### config.mk
export PLATFORM = sky130hd
export DESIGN_NAME = gece_pixel_line_encoder
export DESIGN_NICKNAME = d
export VERILOG_FILES = /design/src/design/gpe_pkg.sv /design/src/design/gpe_cfg.sv /design/src/design/gpe_step.sv /design/src/design/gece_pixel_line_encoder.sv
export VERILOG_INCLUDE_DIRS = /design/src /design/src/design
export SDC_FILE = /design/constraint.sdc
export NUM_CORES = 1
export LEC_CHECK = 0
export BUFFER_PORTS_ARGS = -buffer_cell sky130_fd_sc_hd__buf_2
export CELL_PAD_IN_SITES_DETAIL_PLACEMENT = 1
export CELL_PAD_IN_SITES_GLOBAL_PLACEMENT = 1
export CORE_ASPECT_RATIO = 0.9
export CORE_UTILIZATION = 46
export DETAILED_ROUTE_END_ITERATION = 10
export PLACE_DENSITY = 0.88
export SYNTH_ARGS = -nofsm -noshare
export SYNTH_HDL_FRONTEND = slang
export SYNTH_SLANG_ARGS = --single-unit
### constraint.sdc
create_clock -name clk -period 13 [get_ports clk]
set_input_delay 0.65 -clock clk [delete_from_list [all_inputs] [get_ports clk]]
set_output_delay 0.65 -clock clk [all_outputs]
set_load 0.01 [all_outputs]
### src/design/gece_pixel_line_encoder_defines.svh
// ----------------------------------------------------------------------------
// gece_pixel_line_encoder_defines: assertion macros
// Shared property wrappers for the pixel line encoder checks.
// ----------------------------------------------------------------------------
`ifndef GECE_PIXEL_LINE_ENCODER_DEFINES_SVH
`define GECE_PIXEL_LINE_ENCODER_DEFINES_SVH

// Same-cycle implication, disabled while reset is low.
`define GPE_ASSERT_NOW(lbl, clk, rst_n, ante, cons, msg) \
  lbl: assert property (@(posedge clk) disable iff (!rst_n) (ante) |-> (cons)) \
    else $error(msg);

// Next-cycle implication, disabled while reset is low.
`define GPE_ASSERT_NEXT(lbl, clk, rst_n, ante, cons, msg) \
  lbl: assert property (@(posedge clk) disable iff (!rst_n) (ante) |=> (cons)) \
    else $error(msg);

`endif

### src/design/gpe_pkg.sv
`timescale 1ns / 1ps
// ----------------------------------------------------------------------------
// gpe_pkg
// Types and constants shared by the pixel line encoder modules.
// ----------------------------------------------------------------------------
package gpe_pkg;

  localparam int PACKET_BITS = 26;
  localparam int BIT_IDX_W   = (PACKET_BITS > 1) ? $clog2(PACKET_BITS) : 1;
  localparam int TICK_W      = 16;
  localparam int PHASE_W     = 3;

  // phase codes
  localparam logic [PHASE_W-1:0] PH_IDLE  = 3'd0;
  localparam logic [PHASE_W-1:0] PH_WAIT  = 3'd1;
  localparam logic [PHASE_W-1:0] PH_START = 3'd2;
  localparam logic [PHASE_W-1:0] PH_LOW   = 3'd3;
  localparam logic [PHASE_W-1:0] PH_HIGH  = 3'd4;

  // register indexes (paddr[3:2])
  localparam logic [1:0] REG_SHORT = 2'd0;
  localparam logic [1:0] REG_LONG  = 2'd1;
  localparam logic [1:0] REG_GAP   = 2'd2;

  localparam logic [TICK_W-1:0] SHORT_RST = 16'd800;
  localparam logic [TICK_W-1:0] LONG_RST  = 16'd1600;
  localparam logic [TICK_W-1:0] GAP_RST   = 16'd2800;
  localparam logic [TICK_W-1:0] GAP_SAT   = '1;

  typedef struct packed {
    logic [TICK_W-1:0] short_ticks;
    logic [TICK_W-1:0] long_ticks;
    logic [TICK_W-1:0] gap_ticks;
  } gpe_cfg_t;

  typedef struct packed {
    logic [PHASE_W-1:0]     phase;
    logic [TICK_W-1:0]      tick_count;
    logic [BIT_IDX_W-1:0]   bit_index;
    logic [PACKET_BITS-1:0] shift_word;
    logic [TICK_W-1:0]      gap_count;
  } gpe_state_t;

  typedef struct packed {
    logic line_level;
    logic busy_res;
    logic rejected;
  } gpe_result_t;

endpackage

### src/design/gpe_cfg.sv
`timescale 1ns / 1ps
// ----------------------------------------------------------------------------
// gpe_cfg
// APB register file for the interval and gap timing registers.
// ----------------------------------------------------------------------------
module gpe_cfg
  import gpe_pkg::*;
(
  input  logic        clk,
  input  logic        rst_n,
  input  logic        cfg_psel,
  input  logic        cfg_penable,
  input  logic        cfg_pwrite,
  input  logic [3:0]  cfg_paddr,
  input  logic [31:0] cfg_pwdata,
  output logic [31:0] cfg_prdata,
  output logic        cfg_pready,
  output gpe_cfg_t    cfg_o
);

  gpe_cfg_t cfg_r;
  gpe_cfg_t cfg_nxt;
  logic     wr_en;

  assign cfg_pready = 1'b1;
  assign wr_en      = cfg_psel & cfg_penable & cfg_pwrite & cfg_pready;

  always_comb begin
    cfg_nxt = cfg_r;
    if (wr_en) begin
      case (cfg_paddr[3:2])
        REG_SHORT: cfg_nxt.short_ticks = cfg_pwdata[TICK_W-1:0];
        REG_LONG:  cfg_nxt.long_ticks  = cfg_pwdata[TICK_W-1:0];
        REG_GAP:   cfg_nxt.gap_ticks   = cfg_pwdata[TICK_W-1:0];
        default:   cfg_nxt = cfg_r;
      endcase
    end
  end

  always_ff @(posedge clk) begin
    if (!rst_n) begin
      cfg_r.short_ticks <= SHORT_RST;
      cfg_r.long_ticks  <= LONG_RST;
      cfg_r.gap_ticks   <= GAP_RST;
    end else begin
      cfg_r <= cfg_nxt;
    end
  end

  always_comb begin
    case (cfg_paddr[3:2])
      REG_SHORT: cfg_prdata = {16'd0, cfg_r.short_ticks};
      REG_LONG:  cfg_prdata = {16'd0, cfg_r.long_ticks};
      REG_GAP:   cfg_prdata = {16'd0, cfg_r.gap_ticks};
      default:   cfg_prdata = 32'd0;
    endcase
  end

  assign cfg_o = cfg_r;

endmodule

### src/design/gpe_step.sv
`timescale 1ns / 1ps
// ----------------------------------------------------------------------------
// gpe_step
// One tick of the waveform sequencer: next state and line result.
// ----------------------------------------------------------------------------
module gpe_step
  import gpe_pkg::*;
(
  input  gpe_cfg_t               cfg_i,
  input  gpe_state_t             st_i,
  input  logic                   op_i,
  input  logic [PACKET_BITS-1:0] packet_i,
  output gpe_state_t             st_o,
  output gpe_result_t            res_o
);

  logic [PHASE_W-1:0]  ph;
  logic [TICK_W-1:0]   len;
  logic [TICK_W:0]     tick_inc;
  logic                done;
  logic                cur_bit;
  logic                rej;
  logic                level;
  gpe_state_t          nx;

  always_comb begin
    nx      = st_i;
    rej     = 1'b0;
    level   = 1'b0;
    len     = cfg_i.short_ticks;
    ph      = (st_i.phase > PH_HIGH) ? PH_IDLE : st_i.phase;

    if (op_i) begin
      if (ph != PH_IDLE) begin
        rej = 1'b1;
      end else begin
        nx.shift_word = packet_i;
        ph            = PH_WAIT;
        nx.tick_count = '0;
      end
    end

    if (ph == PH_WAIT && st_i.gap_count >= cfg_i.gap_ticks) begin
      ph            = PH_START;
      nx.tick_count = '0;
    end

    cur_bit = nx.shift_word[nx.bit_index];
    case (ph)
      PH_LOW:  len = cur_bit ? cfg_i.long_ticks : cfg_i.short_ticks;
      PH_HIGH: len = cur_bit ? cfg_i.short_ticks : cfg_i.long_ticks;
      default: len = cfg_i.short_ticks;
    endcase

    // interval ends once the incremented count reaches the length
    tick_inc = {1'b0, nx.tick_count} + 17'd1;
    done     = tick_inc >= {1'b0, len};

    case (ph)
      PH_START, PH_LOW, PH_HIGH: begin
        level         = (ph != PH_LOW);
        nx.tick_count = done ? '0 : tick_inc[TICK_W-1:0];
        if (done) begin
          case (ph)
            PH_START: begin
              ph           = PH_LOW;
              nx.bit_index = BIT_IDX_W'(PACKET_BITS - 1);
            end
            PH_LOW: ph = PH_HIGH;
            default: begin
              if (nx.bit_index == '0) begin
                ph           = PH_IDLE;
                nx.gap_count = '0;
              end else begin
                nx.bit_index = nx.bit_index - 1'b1;
                ph           = PH_LOW;
              end
            end
          endcase
        end
      end
      default: begin
        // idle or waiting: gap counter runs and saturates
        if (st_i.gap_count != GAP_SAT) begin
          nx.gap_count = st_i.gap_count + 1'b1;
        end
      end
    endcase

    nx.phase = ph;
  end

  assign st_o             = nx;
  assign res_o.line_level = level;
  assign res_o.busy_res   = (nx.phase != PH_IDLE);
  assign res_o.rejected   = rej;

endmodule

### src/design/gece_pixel_line_encoder.sv
`timescale 1ns / 1ps
// ----------------------------------------------------------------------------
// gece_pixel_line_encoder
// Pixel packet line encoder: one input transaction is one timer tick.
// ----------------------------------------------------------------------------
// Channel | Dir | Transaction content
// in_     | in  | tuser[0] op, tdata[25:0] packet
// out_    | out | tdata[0] line_level, [1] busy_res, [2] rejected
// cfg_    | in  | APB: 0x0 short_ticks, 0x4 long_ticks, 0x8 gap_ticks
//
// One transaction per cycle sustained while out_tready stays high; each item
// is held in the input register, then the step logic writes the result register.
// The sequencer state updates only when an item moves into the result register.
// Synchronous active-low reset clears state; the gap counts as already elapsed.
// Stalling out_tready holds the result; the input register keeps taking items
// while the result is taken in the same cycle.
// ----------------------------------------------------------------------------
`include "gece_pixel_line_encoder_defines.svh"

module gece_pixel_line_encoder
  import gpe_pkg::*;
(
  input  logic        clk,
  input  logic        rst_n,
  input  logic        in_tvalid,
  output logic        in_tready,
  input  logic [31:0] in_tdata,   // [25:0] packet, rest zero
  input  logic [0:0]  in_tuser,   // [0] op
  output logic        out_tvalid,
  input  logic        out_tready,
  output logic [7:0]  out_tdata,  // [0] line_level, [1] busy_res, [2] rejected
  input  logic        cfg_psel,
  input  logic        cfg_penable,
  input  logic        cfg_pwrite,
  input  logic [3:0]  cfg_paddr,
  input  logic [31:0] cfg_pwdata,
  output logic [31:0] cfg_prdata,
  output logic        cfg_pready
);

  gpe_cfg_t               cfg;
  gpe_state_t             st_r;
  gpe_state_t             st_nxt;
  gpe_result_t            res;
  gpe_result_t            res_r;
  logic                   s1_valid_r;
  logic                   s1_op_r;
  logic [PACKET_BITS-1:0] s1_pkt_r;
  logic                   out_valid_r;
  logic                   adv;
  logic                   in_acc;

  gpe_cfg u_cfg (
    .clk         (clk),
    .rst_n       (rst_n),
    .cfg_psel    (cfg_psel),
    .cfg_penable (cfg_penable),
    .cfg_pwrite  (cfg_pwrite),
    .cfg_paddr   (cfg_paddr),
    .cfg_pwdata  (cfg_pwdata),
    .cfg_prdata  (cfg_prdata),
    .cfg_pready  (cfg_pready),
    .cfg_o       (cfg)
  );

  gpe_step u_step (
    .cfg_i    (cfg),
    .st_i     (st_r),
    .op_i     (s1_op_r),
    .packet_i (s1_pkt_r),
    .st_o     (st_nxt),
    .res_o    (res)
  );

  // item in the input register moves on when the result slot frees up
  assign adv       = s1_valid_r & (~out_valid_r | out_tready);
  assign in_tready = ~s1_valid_r | adv;
  assign in_acc    = in_tvalid & in_tready;

  always_ff @(posedge clk) begin
    if (!rst_n) begin
      s1_valid_r <= 1'b0;
    end else if (in_acc) begin
      s1_valid_r <= 1'b1;
    end else if (adv) begin
      s1_valid_r <= 1'b0;
    end
  end

  always_ff @(posedge clk) begin
    if (in_acc) begin
      s1_op_r  <= in_tuser[0];
      s1_pkt_r <= in_tdata[PACKET_BITS-1:0];
    end
  end

  always_ff @(posedge clk) begin
    if (!rst_n) begin
      st_r.phase      <= PH_IDLE;
      st_r.tick_count <= '0;
      st_r.bit_index  <= '0;
      st_r.shift_word <= '0;
      st_r.gap_count  <= GAP_SAT;
    end else if (adv) begin
      st_r <= st_nxt;
    end
  end

  always_ff @(posedge clk) begin
    if (!rst_n) begin
      out_valid_r <= 1'b0;
    end else if (adv) begin
      out_valid_r <= 1'b1;
    end else if (out_tready) begin
      out_valid_r <= 1'b0;
    end
  end

  always_ff @(posedge clk) begin
    if (adv) begin
      res_r <= res;
    end
  end

  assign out_tvalid = out_valid_r;
  assign out_tdata  = {5'd0, res_r.rejected, res_r.busy_res, res_r.line_level};

  `GPE_ASSERT_NOW(a_phase_legal, clk, rst_n, 1'b1, st_r.phase <= PH_HIGH, "phase code out of range")
  `GPE_ASSERT_NOW(a_bit_idx_range, clk, rst_n, 1'b1, st_r.bit_index < BIT_IDX_W'(PACKET_BITS), "bit index out of range")
  `GPE_ASSERT_NOW(a_ready_when_free, clk, rst_n, !out_valid_r, in_tready, "input stalled with free result slot")
  `GPE_ASSERT_NEXT(a_state_hold, clk, rst_n, !adv, $stable(st_r), "state changed without an item")

endmodule
==> metrics.md <==
| Metric | Value |
|---|---|
| Max stage delay on crit path | 0.82 ns |
| Hold crit path type | input port to flop |
| Post-route minimum period | between 6 and 7 ns |
| ANT cells | 0 |
| Design Power | between 1000 and 1500 uW |
| First-pass DRT Iterations | 8 |
| VDD IR max | 0.0933 mV |
| CTS Hold Bufs | 0 |
| Routed WL per cell | approximately 20 um |
| CTS tree | yes |
| Routed wire length | roughly 23 mm |
| Max_cap viols | 0 |
| Largest cells by area after synthesis | dfxtp_1 30%, edfxtp_1 12%, nand2_1 9.8%, ha_1 5.7%, a21oi_1 5.2% |
| Vias/cell | 5.89 |
| Ys Warns | 0 |
| IO Count | around 120 |
| Cells along the critical path | or4b_4, nand2_4, mux2_2, o211ai_1, a311oi_1, o41ai_2, mux2i_4, mux2i_1, ha_1, and4_1, o311ai_0, a311o_1, o211ai_2, nand3_1, nand3_1, o211ai_1 |
| Setup TNS | 0 ns |
| Number of port buffers | 72 |
| Initial antenna violation count | 0 |
| Clock Tree Buf Depth | 2 |
| Final Instance Area | slightly below 0.009 sq mm |
| Syn Area/Cell | approximately 8.6 sq um |
| Die Wd | roughly 140 um |
| Rel. slew slack | 0.236 |
| Finished Core Util | 0.534 |
| Hold slack final | about 0.39 ns |
| Syn Inst Count | roughly 900 |
| Failing checks | design-rule violations |
| Vias in the first global route | ~6900 |
| Fin. Hold Viols | 0 |
| RSZ-0062 raised after global routing | false |
| Clock insertion delay at the later pin of the skew report | around 0.43 ns |
| Fillers | approximately 2000 |
| CP Max Fanout | 24 |
| Lkg Pwr | about 0.0034 uW |
| List of most frequent post-synthesis cells | 201 x nand2_1, 116 x dfxtp_1, 80 x a21oi_1, 52 x nor2_1, 39 x nand3_1 |
| Sink Count | between 100 and 150 |
| Layout cells sized above 1 | 0.140 |
| Critical Path AT | ~6.7 ns |
| Vias post-DR | a little under 7000 |
| Crit start category | flop |
| Dpl hpwl | approximately 16 mm |
| Clk_skew | roughly 0.011 ns |
| Worst-Margin Slew | around 1.1 ns |
| CP required | between 10 and 15 ns |
| Largest net degree at the start of global routing | 49 |
| Setup bufs post-CTS | 0 |
| Post-CTS Resized | 0 |
| FF+latch count, synth | 146 |
| Post-route antenna net violation count | 0 |
| Area fraction of the dominant cell type after synthesis | 0.300 |
| Most frequent cell after synthesis | nand2_1 |
| Sequential cell area | 0.00322 sq mm |
| Placer Congestion | 0.872 |
| Clk slew on worst S/H paths | about 0.070 ns |
| Max Slew Vio Count | 0 |
| Dpl cell area | 0.00810 sq mm |
| Total GRT Usage | 0.272 |
| Synth-to-Final Area Change | 12.4% |
| Synthesized area | about 0.0077 sq mm |
| DIE AREA | 0.0173 sq mm |
| Core area | between 0.015 and 0.02 sq mm |
| # nets final | roughly 1100 |
| CP max stage cell | mux2i_4 |
| PD cells | approximately 130 mW/mm^2 |
| Area of the multi-input gates | 0.00413 sq mm |
| Final setup fails | 0 |
| Die height | approximately 130 um |
| Yosys cell types | 66 |
| H-tree levels | 4 |
| Setup crit end kind | flop |
| Clock buffer count from CTS | 17 |
| DR DRC count | 8 |
| Post-synthesis sequential area ratio | 0.417 |
| Top_reg_cell synth | dfxtp_1 |
| Status | finished, violations left |
| Iteration-0 DRC Markers | between 400 and 500 |
| Crit Path Class | flop to flop |
| EDFF count, synth | 30 |
| Post-synth ARST share | 0 |
| Initial Utilization | 0.475 |
| Row Count | 44 |
| Overall overflow remaining after global route | 0 |
| First-pass GRT wire length | approximately 37 mm |
| Final period utilization | 0.494 |
| Top cell type by total area after synthesis | dfxtp_1 |
| Root buffer cell | clkbuf_16 |
| F_max | between 150 and 200 MHz |
==> sequential cells by signal, indices dropped and copies added (netlist names) <==
| register | cells |
|---|---|
| s1_op_r | 1 |
| out_tvalid | 1 |
| st_r | 66 |
| s1_pkt_r | 26 |
| u_cfg.cfg_o | 48 |
| out_tdata | 3 |
| s1_valid_r | 1 |
==> path summary, 6_finish.rpt <==
check	cells past startpoint	endpoint	slack [ns]	start
hold reg to reg	2	st_r[24]	0.45	st_r[24]
setup reg to reg	16	st_r[13]	6.58	st_r[63]
hold / removal	1	s1_pkt_r[7]	0.39	in_tdata[7]
setup / recovery	16	st_r[13]	6.58	st_r[63]
==> metrics by stage <==
stage               worst slack [ns]  cells
global placement                6.76   1134
detailed placement              6.67   1134
global route                    6.19   1166
CTS                             6.63   1166
finish                          6.58   1166
floorplan                       7.88    919
==> where the power goes <==
part | switching [uW] | internal [uW]
registers | 19.5 | 482
logic | 91.4 | 53.1
clock network | 217 | 288
==> layer usage <==
layer / vias up / GRT usage / routed length, um
met3: 31 / 0.0613 / 1390
met4: 0 / 0.0824 / 368
li1: 3251 / - / -
met5: - / 0 / 0
met1: 3385 / 0.361 / 10300
met2: 205 / 0.443 / 11100
==> kinds of logic after synthesis <==
family | count (synthesis) | synth area share
simple gates | 371 | 0.217
other cells | 2 | 0.000971
mux | 42 | 0.0650
buf+inv | 92 | 0.0599
flops | 146 | 0.417
fa+ha+maj | 35 | 0.0566
xor+xnor | 15 | 0.0170
compound gates | 196 | 0.167
==> area by class of cell <==
cell class,count,share of cell area
multi-input combinational,681,0.475
inverter,22,0.00950
clock buffer,17,0.0489
timing repair buffer,78,0.0466
clock inverter,15,0.0193
tap,207,0.0298
sequential,146,0.371
==> critical path, delay by kind of cell (launching register included) <==
| family | cells | cell delay, ns |
|---|---|---|
| AND/OR/NAND/NOR | 5 | 2.14 |
| AO/OA/AOI/OAI | 7 | 1.73 |
| multiplexers | 3 | 1.50 |
| flip-flops | 1 | 0.46 |
| adder cells (fa/ha/maj) | 1 | 0.37 |
==> placed cells by master, fill, tap and decap left out, types with 7 or more instances in the layout <==
master	count
nand2_1	201
dfxtp_1	116
a21oi_1	80
buf_2	72
nor2_1	52
nand3_1	39
ha_1	35
mux2i_1	33
o21ai_0	30
edfxtp_1	30
o211ai_1	22
conb_1	22
inv_1	19
clkbuf_16	17
a22o_1	13
nand4_1	11
and2_1	10
and3_1	10
xor2_1	9
nand2b_1	8
nor2b_1	7
nor3_1	7
inv_6	7
Note: power is estimated with default switching activity, not from simulation.
